===== config.mk =====
export PLATFORM = sky130hd
export DESIGN_NAME = dfs_maze_carver_core
export DESIGN_NICKNAME = d
export VERILOG_FILES = /design/src/design/dmc_pkg.sv /design/src/design/dmc_ctrl.sv /design/src/design/dmc_datapath.sv /design/src/design/dfs_maze_carver_core.sv
export VERILOG_INCLUDE_DIRS = /design/src /design/src/design
export SDC_FILE = /design/constraint.sdc
export NUM_CORES = 1
export LEC_CHECK = 0
export BUFFER_PORTS_ARGS = -buffer_cell sky130_fd_sc_hd__buf_2
export CAP_MARGIN = 25
export CORE_MARGIN = 1.5
export CORE_UTILIZATION = 40
export CTS_BUF_LIST = sky130_fd_sc_hd__clkbuf_8
export CTS_CLUSTER_DIAMETER = 120
export CTS_CLUSTER_SIZE = 14
export DETAILED_ROUTE_END_ITERATION = 8
export SYNTH_ARGS = -nofsm -noshare
export SYNTH_HDL_FRONTEND = slang
export SYNTH_SLANG_ARGS = --single-unit

===== constraint.sdc =====
create_clock -name clk -period 11.5 [get_ports clk]
set_clock_uncertainty 0.2 [all_clocks]
set_input_delay 0.575 -clock clk [delete_from_list [all_inputs] [get_ports clk]]
set_output_delay 0.575 -clock clk [all_outputs]
set_load 0.1 [all_outputs]

===== src/design/dfs_maze_carver_core_defines.svh =====
// ----------------------------------------------------------------------------
// Maze carver assertion macros
// Shorthand for the concurrent checks written at the end of the core.
// ----------------------------------------------------------------------------
`ifndef DFS_MAZE_CARVER_CORE_DEFINES_SVH
`define DFS_MAZE_CARVER_CORE_DEFINES_SVH

// Checks that cons holds in the same cycle as ante.
`define DMC_ASSERT_NOW(label, clk, rst_n, ante, cons, msg) \
    label: assert property (@(posedge clk) disable iff (!rst_n) (ante) |-> (cons)) \
        else $error(msg);

// Checks that cons holds in the cycle after ante.
`define DMC_ASSERT_NEXT(label, clk, rst_n, ante, cons, msg) \
    label: assert property (@(posedge clk) disable iff (!rst_n) (ante) |=> (cons)) \
        else $error(msg);

`endif


===== src/design/dmc_pkg.sv =====
// ----------------------------------------------------------------------------
// Maze carver package
// Word types, codes and controller/datapath interface structs.
// ----------------------------------------------------------------------------
`default_nettype none

package dmc_pkg;

    localparam int CELLS_PER_SIDE_DEF = 10;
    localparam int COORD_W            = 4;
    localparam int DIR_W              = 2;

    localparam logic MODE_START = 1'b0;

    localparam logic [DIR_W-1:0] DIR_UP    = 2'd0;
    localparam logic [DIR_W-1:0] DIR_DOWN  = 2'd1;
    localparam logic [DIR_W-1:0] DIR_LEFT  = 2'd2;
    localparam logic [DIR_W-1:0] DIR_RIGHT = 2'd3;

    typedef struct packed {
        logic               mode;
        logic [COORD_W-1:0] start_x;
        logic [COORD_W-1:0] start_y;
        logic [DIR_W-1:0]   direction;
    } in_word_t;

    typedef struct packed {
        logic [COORD_W-1:0] from_x;
        logic [COORD_W-1:0] from_y;
        logic [DIR_W-1:0]   carved_dir;
        logic [COORD_W-1:0] to_x;
        logic [COORD_W-1:0] to_y;
        logic               last;
    } out_word_t;

    typedef enum logic [3:0] {
        ST_IDLE,
        ST_CLEAR,
        ST_PROBE_CHOSEN,
        ST_EVAL_CHOSEN,
        ST_PROBE_SCAN,
        ST_EVAL_SCAN,
        ST_POP,
        ST_POP_LOAD,
        ST_CARVE
    } dmc_state_t;

    typedef struct packed {
        logic load_start;
        logic load_step;
        logic clear_row;
        logic scan_first;
        logic scan_next;
        logic pop;
        logic pop_load;
        logic carve;
    } dmc_cmd_t;

    typedef struct packed {
        logic finished;
        logic open;
        logic probe_last;
        logic stack_empty;
        logic clear_last;
        logic out_free;
    } dmc_stat_t;

endpackage

`default_nettype wire


===== src/design/dmc_ctrl.sv =====
// ----------------------------------------------------------------------------
// Maze carver controller
// Sequences clearing, neighbor probes, stack pops and carving.
// ----------------------------------------------------------------------------
`default_nettype none

module dmc_ctrl
    import dmc_pkg::*;
(
    input  wire logic      clk,
    input  wire logic      rst_n,
    input  wire logic      step_valid,
    input  wire logic      step_mode,
    output logic           step_stall,
    input  wire dmc_stat_t stat,
    output dmc_cmd_t       cmd
);

    dmc_state_t state_reg;
    dmc_state_t state_next;

    always_ff @(posedge clk or negedge rst_n)
    begin
        if (!rst_n)
        begin
            state_reg <= ST_IDLE;
        end
        else
        begin
            state_reg <= state_next;
        end
    end

    always_comb
    begin
        cmd        = '0;
        step_stall = 1'b1;
        state_next = state_reg;
        unique case (state_reg)
            ST_IDLE:
            begin
                step_stall = 1'b0;
                if (step_valid)
                begin
                    if (step_mode == MODE_START)
                    begin
                        cmd.load_start = 1'b1;
                        state_next     = ST_CLEAR;
                    end
                    else if (!stat.finished)
                    begin
                        cmd.load_step = 1'b1;
                        state_next    = ST_PROBE_CHOSEN;
                    end
                end
            end
            ST_CLEAR:
            begin
                cmd.clear_row = 1'b1;
                if (stat.clear_last)
                begin
                    state_next = ST_IDLE;
                end
            end
            ST_PROBE_CHOSEN:
            begin
                state_next = ST_EVAL_CHOSEN;
            end
            ST_EVAL_CHOSEN:
            begin
                if (stat.open)
                begin
                    state_next = ST_CARVE;
                end
                else
                begin
                    cmd.scan_first = 1'b1;
                    state_next     = ST_PROBE_SCAN;
                end
            end
            ST_PROBE_SCAN:
            begin
                state_next = ST_EVAL_SCAN;
            end
            ST_EVAL_SCAN:
            begin
                // An open side elsewhere means the chosen side is simply blocked.
                if (stat.open)
                begin
                    state_next = ST_IDLE;
                end
                else if (stat.probe_last)
                begin
                    state_next = ST_POP;
                end
                else
                begin
                    cmd.scan_next = 1'b1;
                    state_next    = ST_PROBE_SCAN;
                end
            end
            ST_POP:
            begin
                if (stat.stack_empty)
                begin
                    state_next = ST_IDLE;
                end
                else
                begin
                    cmd.pop    = 1'b1;
                    state_next = ST_POP_LOAD;
                end
            end
            ST_POP_LOAD:
            begin
                cmd.pop_load = 1'b1;
                state_next   = ST_PROBE_CHOSEN;
            end
            ST_CARVE:
            begin
                if (stat.out_free)
                begin
                    cmd.carve  = 1'b1;
                    state_next = ST_IDLE;
                end
            end
        endcase
    end

endmodule

`default_nettype wire


===== src/design/dmc_datapath.sv =====
// ----------------------------------------------------------------------------
// Maze carver datapath
// Visited row memory, backtrack stack memory, position and result register.
// ----------------------------------------------------------------------------
`default_nettype none

module dmc_datapath
    import dmc_pkg::*;
#(
    parameter int CELLS_PER_SIDE = CELLS_PER_SIDE_DEF
)
(
    input  wire logic      clk,
    input  wire logic      rst_n,
    input  wire in_word_t  step_word,
    input  wire dmc_cmd_t  cmd,
    output dmc_stat_t      stat,
    output logic           result_valid,
    input  wire logic      result_stall,
    output out_word_t      result_word
);

    localparam int CW  = $clog2(CELLS_PER_SIDE);
    localparam int NC  = CELLS_PER_SIDE * CELLS_PER_SIDE;
    localparam int SAW = $clog2(NC);
    localparam int SDW = $clog2(NC + 1);
    localparam logic [CW-1:0] LAST_COORD = CW'(CELLS_PER_SIDE - 1);

    // One row of visited flags per word; the stack holds {row, column}.
    logic [CELLS_PER_SIDE-1:0] vis_mem [CELLS_PER_SIDE];
    logic [2*CW-1:0]           stk_mem [NC];

    logic [CELLS_PER_SIDE-1:0] vis_rd_reg;
    logic [2*CW-1:0]           stk_rd_reg;

    logic [CW-1:0]    cur_x_reg, cur_x_next;
    logic [CW-1:0]    cur_y_reg, cur_y_next;
    logic [CW-1:0]    row_reg;
    logic [DIR_W-1:0] dir_reg;
    logic [DIR_W-1:0] probe_dir_reg;
    logic [SDW-1:0]   depth_reg;
    logic [SDW-1:0]   count_reg;
    logic             finished_reg;
    logic             out_valid_reg;
    out_word_t        out_word_reg;

    logic [CW-1:0]             nb_x;
    logic [CW-1:0]             nb_y;
    logic                      nb_in;
    logic [CW-1:0]             vis_raddr;
    logic [SDW-1:0]            depth_dec;
    logic [SAW-1:0]            stk_raddr;
    logic [SDW-1:0]            count_inc;
    logic                      all_visited;
    logic [CELLS_PER_SIDE-1:0] start_row;
    logic [CW-1:0]             sx_sat;
    logic [CW-1:0]             sy_sat;

    always_comb
    begin
        nb_x  = cur_x_reg;
        nb_y  = cur_y_reg;
        nb_in = 1'b1;
        unique case (probe_dir_reg)
            DIR_UP:
            begin
                nb_in = (cur_y_reg != '0);
                nb_y  = cur_y_reg - CW'(1);
            end
            DIR_DOWN:
            begin
                nb_in = (cur_y_reg < LAST_COORD);
                nb_y  = cur_y_reg + CW'(1);
            end
            DIR_LEFT:
            begin
                nb_in = (cur_x_reg != '0);
                nb_x  = cur_x_reg - CW'(1);
            end
            DIR_RIGHT:
            begin
                nb_in = (cur_x_reg < LAST_COORD);
                nb_x  = cur_x_reg + CW'(1);
            end
        endcase
    end

    assign vis_raddr   = nb_in ? nb_y : cur_y_reg;
    assign depth_dec   = depth_reg - SDW'(1);
    assign stk_raddr   = depth_dec[SAW-1:0];
    assign count_inc   = count_reg + SDW'(1);
    assign all_visited = (count_inc == SDW'(NC));

    assign sx_sat = (6'(step_word.start_x) > 6'(CELLS_PER_SIDE - 1)) ?
                    LAST_COORD : CW'(step_word.start_x);
    assign sy_sat = (6'(step_word.start_y) > 6'(CELLS_PER_SIDE - 1)) ?
                    LAST_COORD : CW'(step_word.start_y);

    always_comb
    begin
        start_row            = '0;
        start_row[cur_x_reg] = 1'b1;
    end

    always_comb
    begin
        stat.finished    = finished_reg;
        stat.open        = nb_in && !vis_rd_reg[nb_x];
        stat.probe_last  = (probe_dir_reg == DIR_RIGHT);
        stat.stack_empty = (depth_reg == '0);
        stat.clear_last  = (row_reg == LAST_COORD);
        stat.out_free    = !out_valid_reg || !result_stall;
    end

    // Memories: one write and one registered read per cycle each.
    always_ff @(posedge clk)
    begin
        vis_rd_reg <= vis_mem[vis_raddr];
        stk_rd_reg <= stk_mem[stk_raddr];
        if (cmd.clear_row)
        begin
            vis_mem[row_reg] <= (row_reg == cur_y_reg) ? start_row : '0;
        end
        else if (cmd.carve)
        begin
            vis_mem[nb_y] <= vis_rd_reg | (CELLS_PER_SIDE'(1) << nb_x);
        end
        if (cmd.carve && (depth_reg < SDW'(NC)))
        begin
            stk_mem[depth_reg[SAW-1:0]] <= {cur_y_reg, cur_x_reg};
        end
    end

    always_comb
    begin
        cur_x_next = cur_x_reg;
        cur_y_next = cur_y_reg;
        if (cmd.load_start)
        begin
            cur_x_next = sx_sat;
            cur_y_next = sy_sat;
        end
        else if (cmd.pop_load)
        begin
            {cur_y_next, cur_x_next} = stk_rd_reg;
        end
        else if (cmd.carve)
        begin
            cur_x_next = nb_x;
            cur_y_next = nb_y;
        end
    end

    always_ff @(posedge clk or negedge rst_n)
    begin
        if (!rst_n)
        begin
            cur_x_reg     <= '0;
            cur_y_reg     <= '0;
            row_reg       <= '0;
            dir_reg       <= DIR_UP;
            probe_dir_reg <= DIR_UP;
            depth_reg     <= '0;
            count_reg     <= '0;
            finished_reg  <= 1'b1;
            out_valid_reg <= 1'b0;
        end
        else
        begin
            cur_x_reg <= cur_x_next;
            cur_y_reg <= cur_y_next;
            if (cmd.load_start)
            begin
                row_reg      <= '0;
                depth_reg    <= '0;
                count_reg    <= SDW'(1);
                finished_reg <= 1'b0;
            end
            if (cmd.clear_row)
            begin
                row_reg <= row_reg + CW'(1);
            end
            if (cmd.load_step)
            begin
                dir_reg       <= step_word.direction;
                probe_dir_reg <= step_word.direction;
            end
            if (cmd.scan_first)
            begin
                probe_dir_reg <= DIR_UP;
            end
            if (cmd.scan_next)
            begin
                probe_dir_reg <= probe_dir_reg + DIR_W'(1);
            end
            if (cmd.pop)
            begin
                depth_reg <= depth_dec;
            end
            if (cmd.pop_load)
            begin
                probe_dir_reg <= dir_reg;
            end
            if (cmd.carve)
            begin
                if (depth_reg < SDW'(NC))
                begin
                    depth_reg <= depth_reg + SDW'(1);
                end
                count_reg <= count_inc;
                if (all_visited)
                begin
                    finished_reg <= 1'b1;
                end
            end
            if (cmd.carve)
            begin
                out_valid_reg <= 1'b1;
            end
            else if (!result_stall)
            begin
                out_valid_reg <= 1'b0;
            end
        end
    end

    always_ff @(posedge clk)
    begin
        if (cmd.carve)
        begin
            out_word_reg.from_x     <= COORD_W'(cur_x_reg);
            out_word_reg.from_y     <= COORD_W'(cur_y_reg);
            out_word_reg.carved_dir <= probe_dir_reg;
            out_word_reg.to_x       <= COORD_W'(nb_x);
            out_word_reg.to_y       <= COORD_W'(nb_y);
            out_word_reg.last       <= all_visited;
        end
    end

    assign result_valid = out_valid_reg;
    assign result_word  = out_word_reg;

endmodule

`default_nettype wire


===== src/design/dfs_maze_carver_core.sv =====
// ----------------------------------------------------------------------------
// Depth-first maze carver core
// Recursive backtracker on a square grid, one carved wall per result word.
// ----------------------------------------------------------------------------
// A start word (mode 0) clears the visited map one grid row per cycle and
// places the current cell at the start cell, each coordinate saturated to the
// grid edge; it gives no result. A step word (mode 1) carries a random
// direction. The block probes the chosen neighbor first; if it is on the
// grid and unvisited, the wall is carved, the old cell is pushed on the
// backtrack stack and one result word is produced. Otherwise all four sides
// are probed in turn, up, down, left, right, and if the current cell is
// fully enclosed the stack is popped and the search repeats from the popped
// cell. Every neighbor probe takes a probe state and an evaluation state
// because the visited map is a row-wide memory with a single registered
// read port, and every pop takes a pop state and a load state for the stack
// memory read. A carve also waits for as long as the previous result word
// is held by a stall on the result side. Each pop undoes the push of an
// earlier carve, so a maze has no more pops than carves. The result word
// that visits the last cell has last set; after it, step words are accepted
// and dropped until the next start word. Steps before the first start are
// dropped too. Results sit in an output register, so a new step word is
// taken while the previous result still waits to be read.
// ----------------------------------------------------------------------------
`default_nettype none

`include "dfs_maze_carver_core_defines.svh"

module dfs_maze_carver_core
    import dmc_pkg::*;
#(
    parameter int CELLS_PER_SIDE = CELLS_PER_SIDE_DEF
)
(
    input  wire logic      clk,
    input  wire logic      rst_n,
    input  wire logic      step_valid,
    output logic           step_stall,
    input  wire in_word_t  step_word,
    output logic           result_valid,
    input  wire logic      result_stall,
    output out_word_t      result_word
);

    // Commands from the controller and status back from the datapath.
    dmc_cmd_t  cmd;
    dmc_stat_t stat;

    dmc_ctrl u_ctrl (
        .clk        (clk),
        .rst_n      (rst_n),
        .step_valid (step_valid),
        .step_mode  (step_word.mode),
        .step_stall (step_stall),
        .stat       (stat),
        .cmd        (cmd)
    );

    dmc_datapath #(
        .CELLS_PER_SIDE (CELLS_PER_SIDE)
    ) u_datapath (
        .clk          (clk),
        .rst_n        (rst_n),
        .step_word    (step_word),
        .cmd          (cmd),
        .stat         (stat),
        .result_valid (result_valid),
        .result_stall (result_stall),
        .result_word  (result_word)
    );

    // A pop is only issued when the stack holds an entry.
    `DMC_ASSERT_NOW(a_pop_nonempty, clk, rst_n, cmd.pop, !stat.stack_empty, "pop on empty stack")

    // A carve never overwrites a result that has not been taken.
    `DMC_ASSERT_NOW(a_carve_slot, clk, rst_n, cmd.carve, stat.out_free, "carve into full slot")

    // Every carve shows up as a result word in the following cycle.
    `DMC_ASSERT_NEXT(a_carve_result, clk, rst_n, cmd.carve, result_valid, "carve lost its result")

endmodule

`default_nettype wire

==> After elaboration in Yosys (flattened, before gate mapping) <==
Memories as Yosys holds them, arrays and structs flattened. A register that Yosys moved wholly into a read port is not among the register bits.
Index checks and enable logic that the tools add are counted.
{ "totals": {"ff_bits": 55, "ramBits": 900, "input_bits": 15, "out_inout_bits": 21, "mem_count": 2} }
{ "mem_list": {"columns": ["memory", "depth", "width", "read_ports", "rd_clocked_by_memory_dff", "write_ports", "line", "source"], "rows": [
  ["u_datapath.stk_mem", 100, 8, 1, 1, 1, "dmc_datapath.sv:31", "logic [2*CW-1:0] stk_mem [NC];"],
  ["u_datapath.vis_mem", 10, 10, 1, 1, 1, "dmc_datapath.sv:30", "logic [CELLS_PER_SIDE-1:0] vis_mem [CELLS_PER_SIDE];"]
]} }
{ "classes": {"add_sub_neg": 9, "order_cmp": 8, "eq_ne": 19, "shift": 1, "n_mux": 71, "bitwise_logic": 1, "reduce_logical": 18} }
{ "op_table": {"columns": ["op", "count"], "rows": [
  ["$mux W4", 18],
  ["$mux W7", 6],
  ["$pmux W4 S9", 1],
  ["$mux W1", 30],
  ["$mux W10", 2],
  ["$eq A4 B3 Y1 const B", 4],
  ["$pmux W4 S2", 2],
  ["$add A7 B1 Y7 const B", 2],
  ["$mux W2", 7],
  ["$add A4 B1 Y4 const B", 3],
  ["$reduce_bool A4 Y1", 3],
  ["$lt A4 B5 Y1 const B", 2],
  ["$or A10 B10 Y10", 1],
  ["$reduce_or A10 Y1", 1],
  ["$shl A1 B4 Y10 const A", 1],
  ["$eq A4 B2 Y1 const B", 2],
  ["$eq A4 B4 Y1 const B", 2],
  ["$gt A4 B4 Y1 const B", 2],
  ["$lt A4 B4 Y1 const B", 2],
  ["$sub A4 B1 Y4 const B", 2],
  ["$eq A7 B7 Y1 const B", 1],
  ["$logic_not A7 Y1", 1],
  ["$lt A7 B7 Y1 const B", 1],
  ["$sub A7 B1 Y7 const B", 1],
  ["other kinds (21)", 30]
]} }

==> Depth between registers and ports, before layout <==
{ "depth": {"word_depth": 11, "depth_mapped": 15, "mapped_depth_nobuf": 13} }

==> By module <==
From an unflattened synthesis, not the netlist that was laid out.
{ "unflattened": {"hier_cells": 2081, "area_unflattened_um2": 39285.2} }
{ "modules_own_cells": {"columns": ["mod", "instances", "cells_each", "area_each_um2"], "rows": [
  ["dmc_datapath", 1, 2029, 38899.8],
  ["dmc_ctrl", 1, 52, 385.4]
]} }

==> Worst setup path before layout <==
OpenSTA, ideal clock, no wires.
{ "synth_timing": {"path_type": "register to register", "from": "register u_datapath.cur_x_reg[0]", "to": "register u_datapath.probe_dir_reg[0]", "t_arrival_ns": 4.098, "required_time_ns": 11.221, "setup_slack_ns": 7.122, "stages_incl_launch_ff": 14, "path_buffers": 3, "period_less_slack_ns": 4.378, "cell_sequence": "dfrtp_1 > buf_2 > inv_1 > fa_1 > o21a_1 > or2_2 > buf_2 > a21oi_1 > o31ai_1 > o211a_1 > buf_6 > o41ai_2 > o221ai_1 > mux2i_1"} }
{ "synth_via": {"elab_chain_cells": 11, "elab_cells_between_ends": 18} }
{ "synth_rtl": {"columns": ["element", "line", "source"], "rows": [
  ["start: declaration", "dmc_datapath.sv:36", "logic [CW-1:0] cur_x_reg, cur_x_next;"],
  ["start signal: assignment", "dmc_datapath.sv:170", "cur_x_reg <= cur_x_next;"],
  ["$add A4 B1 Y4 or $sub A4 B1 Y4 (tied branches)", "dmc_datapath.sv:83, dmc_datapath.sv:78", null],
  ["$pmux W4 S2", "dmc_datapath.sv:64", "unique case (probe_dir_reg)"],
  ["$bmux W1 S4", "dmc_datapath.sv:108", "stat.open = nb_in && !vis_rd_reg[nb_x];"],
  ["$mux W1 (not written as such)", "dmc_datapath.sv:108", null],
  ["$logic_not A1 Y1", "dmc_datapath.sv:108", null],
  ["$logic_and A1 B1 Y1 (*)", "dmc_datapath.sv:108", null],
  ["$mux W1", "dmc_ctrl.sv:71", "if (stat.open)"],
  ["$mux W1", "dmc_ctrl.sv:39", "unique case (state_reg)"],
  ["$mux W2", "dmc_datapath.sv:188", "if (cmd.scan_first)"],
  ["$mux W2", "dmc_datapath.sv:192", "if (cmd.scan_next)"],
  ["$mux W2", "dmc_datapath.sv:200", "if (cmd.pop_load)"],
  ["end signal: assignment", "dmc_datapath.sv:186", "probe_dir_reg <= step_word.direction;"],
  ["end signal: assignment", "dmc_datapath.sv:194", "probe_dir_reg <= probe_dir_reg + DIR_W'(1);"],
  ["end signal: assignment", "dmc_datapath.sv:202", "probe_dir_reg <= dir_reg;"],
  ["end: declaration", "dmc_datapath.sv:40", "logic [DIR_W-1:0] probe_dir_reg;"]
]} }
Every way passes the cells marked *; elsewhere a longest branch is shown, timed or not. The select of a mux whose other input is x is not followed.
A chain may end at the register's enable or synchronous reset.

==> Final worst setup path <==
{ "layout_timing": {"from": "register u_datapath.depth_reg[0]", "to": "register u_datapath.stk_rd_reg[4] (read register of u_datapath.stk_mem)"} }
{ "layout_via": {"elab_chain_cells": 1} }
{ "layout_rtl": {"columns": ["element", "line", "source"], "rows": [
  ["start: declaration", "dmc_datapath.sv:41", "logic [SDW-1:0] depth_reg;"],
  ["start signal: assignment", "dmc_datapath.sv:198", "depth_reg <= depth_dec;"],
  ["start signal: assignment", "dmc_datapath.sv:208", "depth_reg <= depth_reg + SDW'(1);"],
  ["$sub A7 B1 Y7", "dmc_datapath.sv:89", "assign depth_dec = depth_reg - SDW'(1);"],
  ["end: declaration", "dmc_datapath.sv:34", "logic [2*CW-1:0] stk_rd_reg;"]
]} }
No other way between the ends.

==> run summary <==
hold crit path type: input port to register
commonest non-fill, non-tap cell in the layout: edfxtp_1
Synth area leader: edfxtp_1
mapped cell area: 39100 um2
gr ovfl total: 0
PwrDens: 266 nW/um2
wire length of the first global-routing pass: 133000 um
Final TNS setup: 0 ns
total CTS buffers: 79
IO Pins: 36
outcome: finished, final reports clean
Reg2Reg Depth: 10
largest net degree at the start of global routing: 124
# nets final: 2138
Rel. slew slack: 29.7%
max reg flops: 800
reg-to-reg setup timing slack: 6.84 ns
CTS sink cnt: 973
setup slack after layout: 6.84 ns
core area: 96900 um2
GRT Util Overall: 18.2%
total chip power: 11.3 mW
hold wc startpoint: step_word[10]
Clk Latency, worst-skew pair: 0.72 ns
CTS tree: built
post-layout min period: 4.66 ns
Max FO, Critical Path: 123
vias per inst: 5.64
critical path class: register to register
Syn Area/Cell: 19.2 um2
f_max: 215 MHz
share of cells above drive strength 1: 21.6%
ys flop type: edfxtp_1
Yosys reg bits: 973
Crit Reg-Reg Endpoint: u_datapath.stk_rd_reg[4]$_DFF_P_
clock root cell: clkbuf_8
Via Count: 19300
final number of hold-violating endpoints: 0
DRC viols: 0
max cap viols: 0
Port Buffers: 35
most frequent cells in the layout: 919 x edfxtp_1, 249 x mux4_2, 158 x nor2_1
Leakage: 13.4 nW
Placer Congestion: 0.840
area share of the largest cell type after synthesis: 70.6%
number of global-route vias before repair: 19900
Non-Filler Instances: 3425
Startpoint Class: register
WL/cell: 25.9 um
number of synthesized flops with an enable pin: 919
Fin Hold WS: 0.0896 ns
top area cells in the synthesized netlist: edfxtp_1 71%, mux4_2 14%, dfrtp_1 2.2%
setup repair after global routing missed its margin: no
crit share post-route: 40.5%
YS warnings: 0
final wirelength: 88800 um
Final Max Tran Viols: 0
hold endpoint: u_ctrl.state_reg[1]$_DFFE_PN0P_
HPWL after detailed placement: 54200 um
dpl ws: 6.42 ns
Placed Cells: 3279
Slew @ Worst Pin: 1.05 ns
Post-Layout Inst Area: 42400 um2
final core occ: 43.8%
register area share after synthesis: 73.8%
critical path's slowest cell: buf_12
syn nets: 2072
fraction of registers with async set/reset: 3.70%
H-tree depth: 3
remaining antenna violation count after routing: 0
clk slew on worst S/H paths: 0.10 ns
Unique masters post-synth: 75
DP Area: 40800 um2
crit path capture type: register
fill cell count: 8225
CP delay by family, top: buffers and inverters
CP Buf/Inv Count: 4
final setup violation count: 0
Die X: 316 um
Synth Instances: 2040
Data required, critical path: 11.91 ns
antenna violations before repair: 2
worst flop-to-flop path startpoint: u_datapath.depth_reg[0]$_DFF_PN0_
Layout area overhead: 8.37%
delay of the slowest critical-path stage: 0.74 ns
router iterations before antenna repair: 7
Initial DRC Count: 2131
Initial Util: 40.4%
worst vdd ir: 345 uV
crit path cell chain: buf_12, buf_4, buf_4, buf_16, mux4_2, mux4_2, nand2_1, nand2_1, o211ai_1, o21ai_0
Clock Path Buffers: 3
number of core rows: 114
CP arrival: 5.07 ns
die area: 99700 um2
Hold Path Cell Cnt: 3
die height: 316 um
[synthesized netlist by cell type (all sizes together), types with 4 or more instances]
cell,instances
a211oi,4
a21oi,26
a22oi,23
a31oi,15
and3,4
buf,50
clkbuf,60
dfrtp,35
dfxtp,18
edfxtp,919
ha,15
inv,25
mux2i,71
mux4,249
nand2,129
nand2b,4
nand3,43
nand3b,4
nand4,7
nor2,158
nor2b,6
nor3,17
o211ai,10
o21ai,51
o22ai,12
o31ai,4
or2,8
or3,8
xnor2,10
xor2,6
[worst max-delay path by stage]
stage / start / to / slack [ns] / cells after the start
2_1_floorplan: u_datapath.cur_x_reg[0]$_DFFE_PN0P_ / u_datapath.probe_dir_reg[0]$_DFFE_PN0P_ / 7.12 / 13
3_3_place_gp: u_datapath.depth_reg[0]$_DFF_PN0_ / u_datapath.stk_rd_reg[4]$_DFF_P_ / 6.44 / 9
3_5_place_dp: u_datapath.depth_reg[0]$_DFF_PN0_ / u_datapath.stk_rd_reg[4]$_DFF_P_ / 6.42 / 9
4_1_cts: u_datapath.depth_reg[0]$_DFF_PN0_ / u_datapath.stk_rd_reg[4]$_DFF_P_ / 6.39 / 9
5_1_grt: u_datapath.depth_reg[0]$_DFF_PN0_ / u_datapath.stk_rd_reg[4]$_DFF_P_ / 6.46 / 10
6_report: u_datapath.depth_reg[0]$_DFF_PN0_ / u_datapath.stk_rd_reg[4]$_DFF_P_ / 6.84 / 10
[kinds of logic after synthesis]
| group | Yosys count | share of synthesized area [%] |
|---|---|---|
| flip-flops | 973 | 73.8 |
| AND/OR/NAND/NOR | 399 | 4.45 |
| multiplexers | 322 | 16.3 |
| AO/OA/AOI/OAI | 176 | 2.98 |
| buffers and inverters | 137 | 1.59 |
| adder cells (fa/ha/maj) | 17 | 0.582 |
| XOR/XNOR | 16 | 0.358 |
[worst reg2reg max path: stages, from the launching register on]
cell and delay, ns:
dfrtp_4 0.48, buf_12 0.74, buf_4 0.77, buf_4 0.35, buf_16 0.31, mux4_2 0.65, mux4_2 0.50, nand2_1 0.12
nand2_1 0.14, o211ai_1 0.18, o21ai_0 0.10
[repair_timing]
item,4_1_cts,5_1_grt
hold buffers,11,0
hold endpoints to repair,45,0
buffers inserted,0,0
gates resized for setup,0,0
[power by group]
group	internal (mW)	switching (mW)	total, mW
Clock	0.650	1.12	1.77
Combinational	1.90	2.90	4.80
Sequential	4.43	0.279	4.71
[routing by layer]
| layer | up-vias | share of wire, % | global-route usage, % |
|---|---|---|---|
| li1 | 8339 | - | - |
| met4 | 0 | 2.2 | 4.52 |
| met2 | 709 | 48 | 28.8 |
| met1 | 10100 | 43 | 26.0 |
| met5 | - | 0 | 0 |
| met3 | 134 | 6.5 | 3.56 |
[cell type report]
| type | count | area [um2] | share of cell area (%) |
|---|---|---|---|
| diodes | 2 | 5.00 | 0.0118 |
| clock buffers | 80 | 1100 | 2.60 |
| clock inverters | 42 | 194 | 0.458 |
| inverters | 27 | 101 | 0.239 |
| multi-input cells | 930 | 9710 | 22.9 |
| flip-flops and latches | 973 | 28900 | 68.2 |
| well taps | 1276 | 1600 | 3.77 |
| repair buffers | 95 | 786 | 1.85 |
Note: power is estimated with default switching activity, not from simulation.
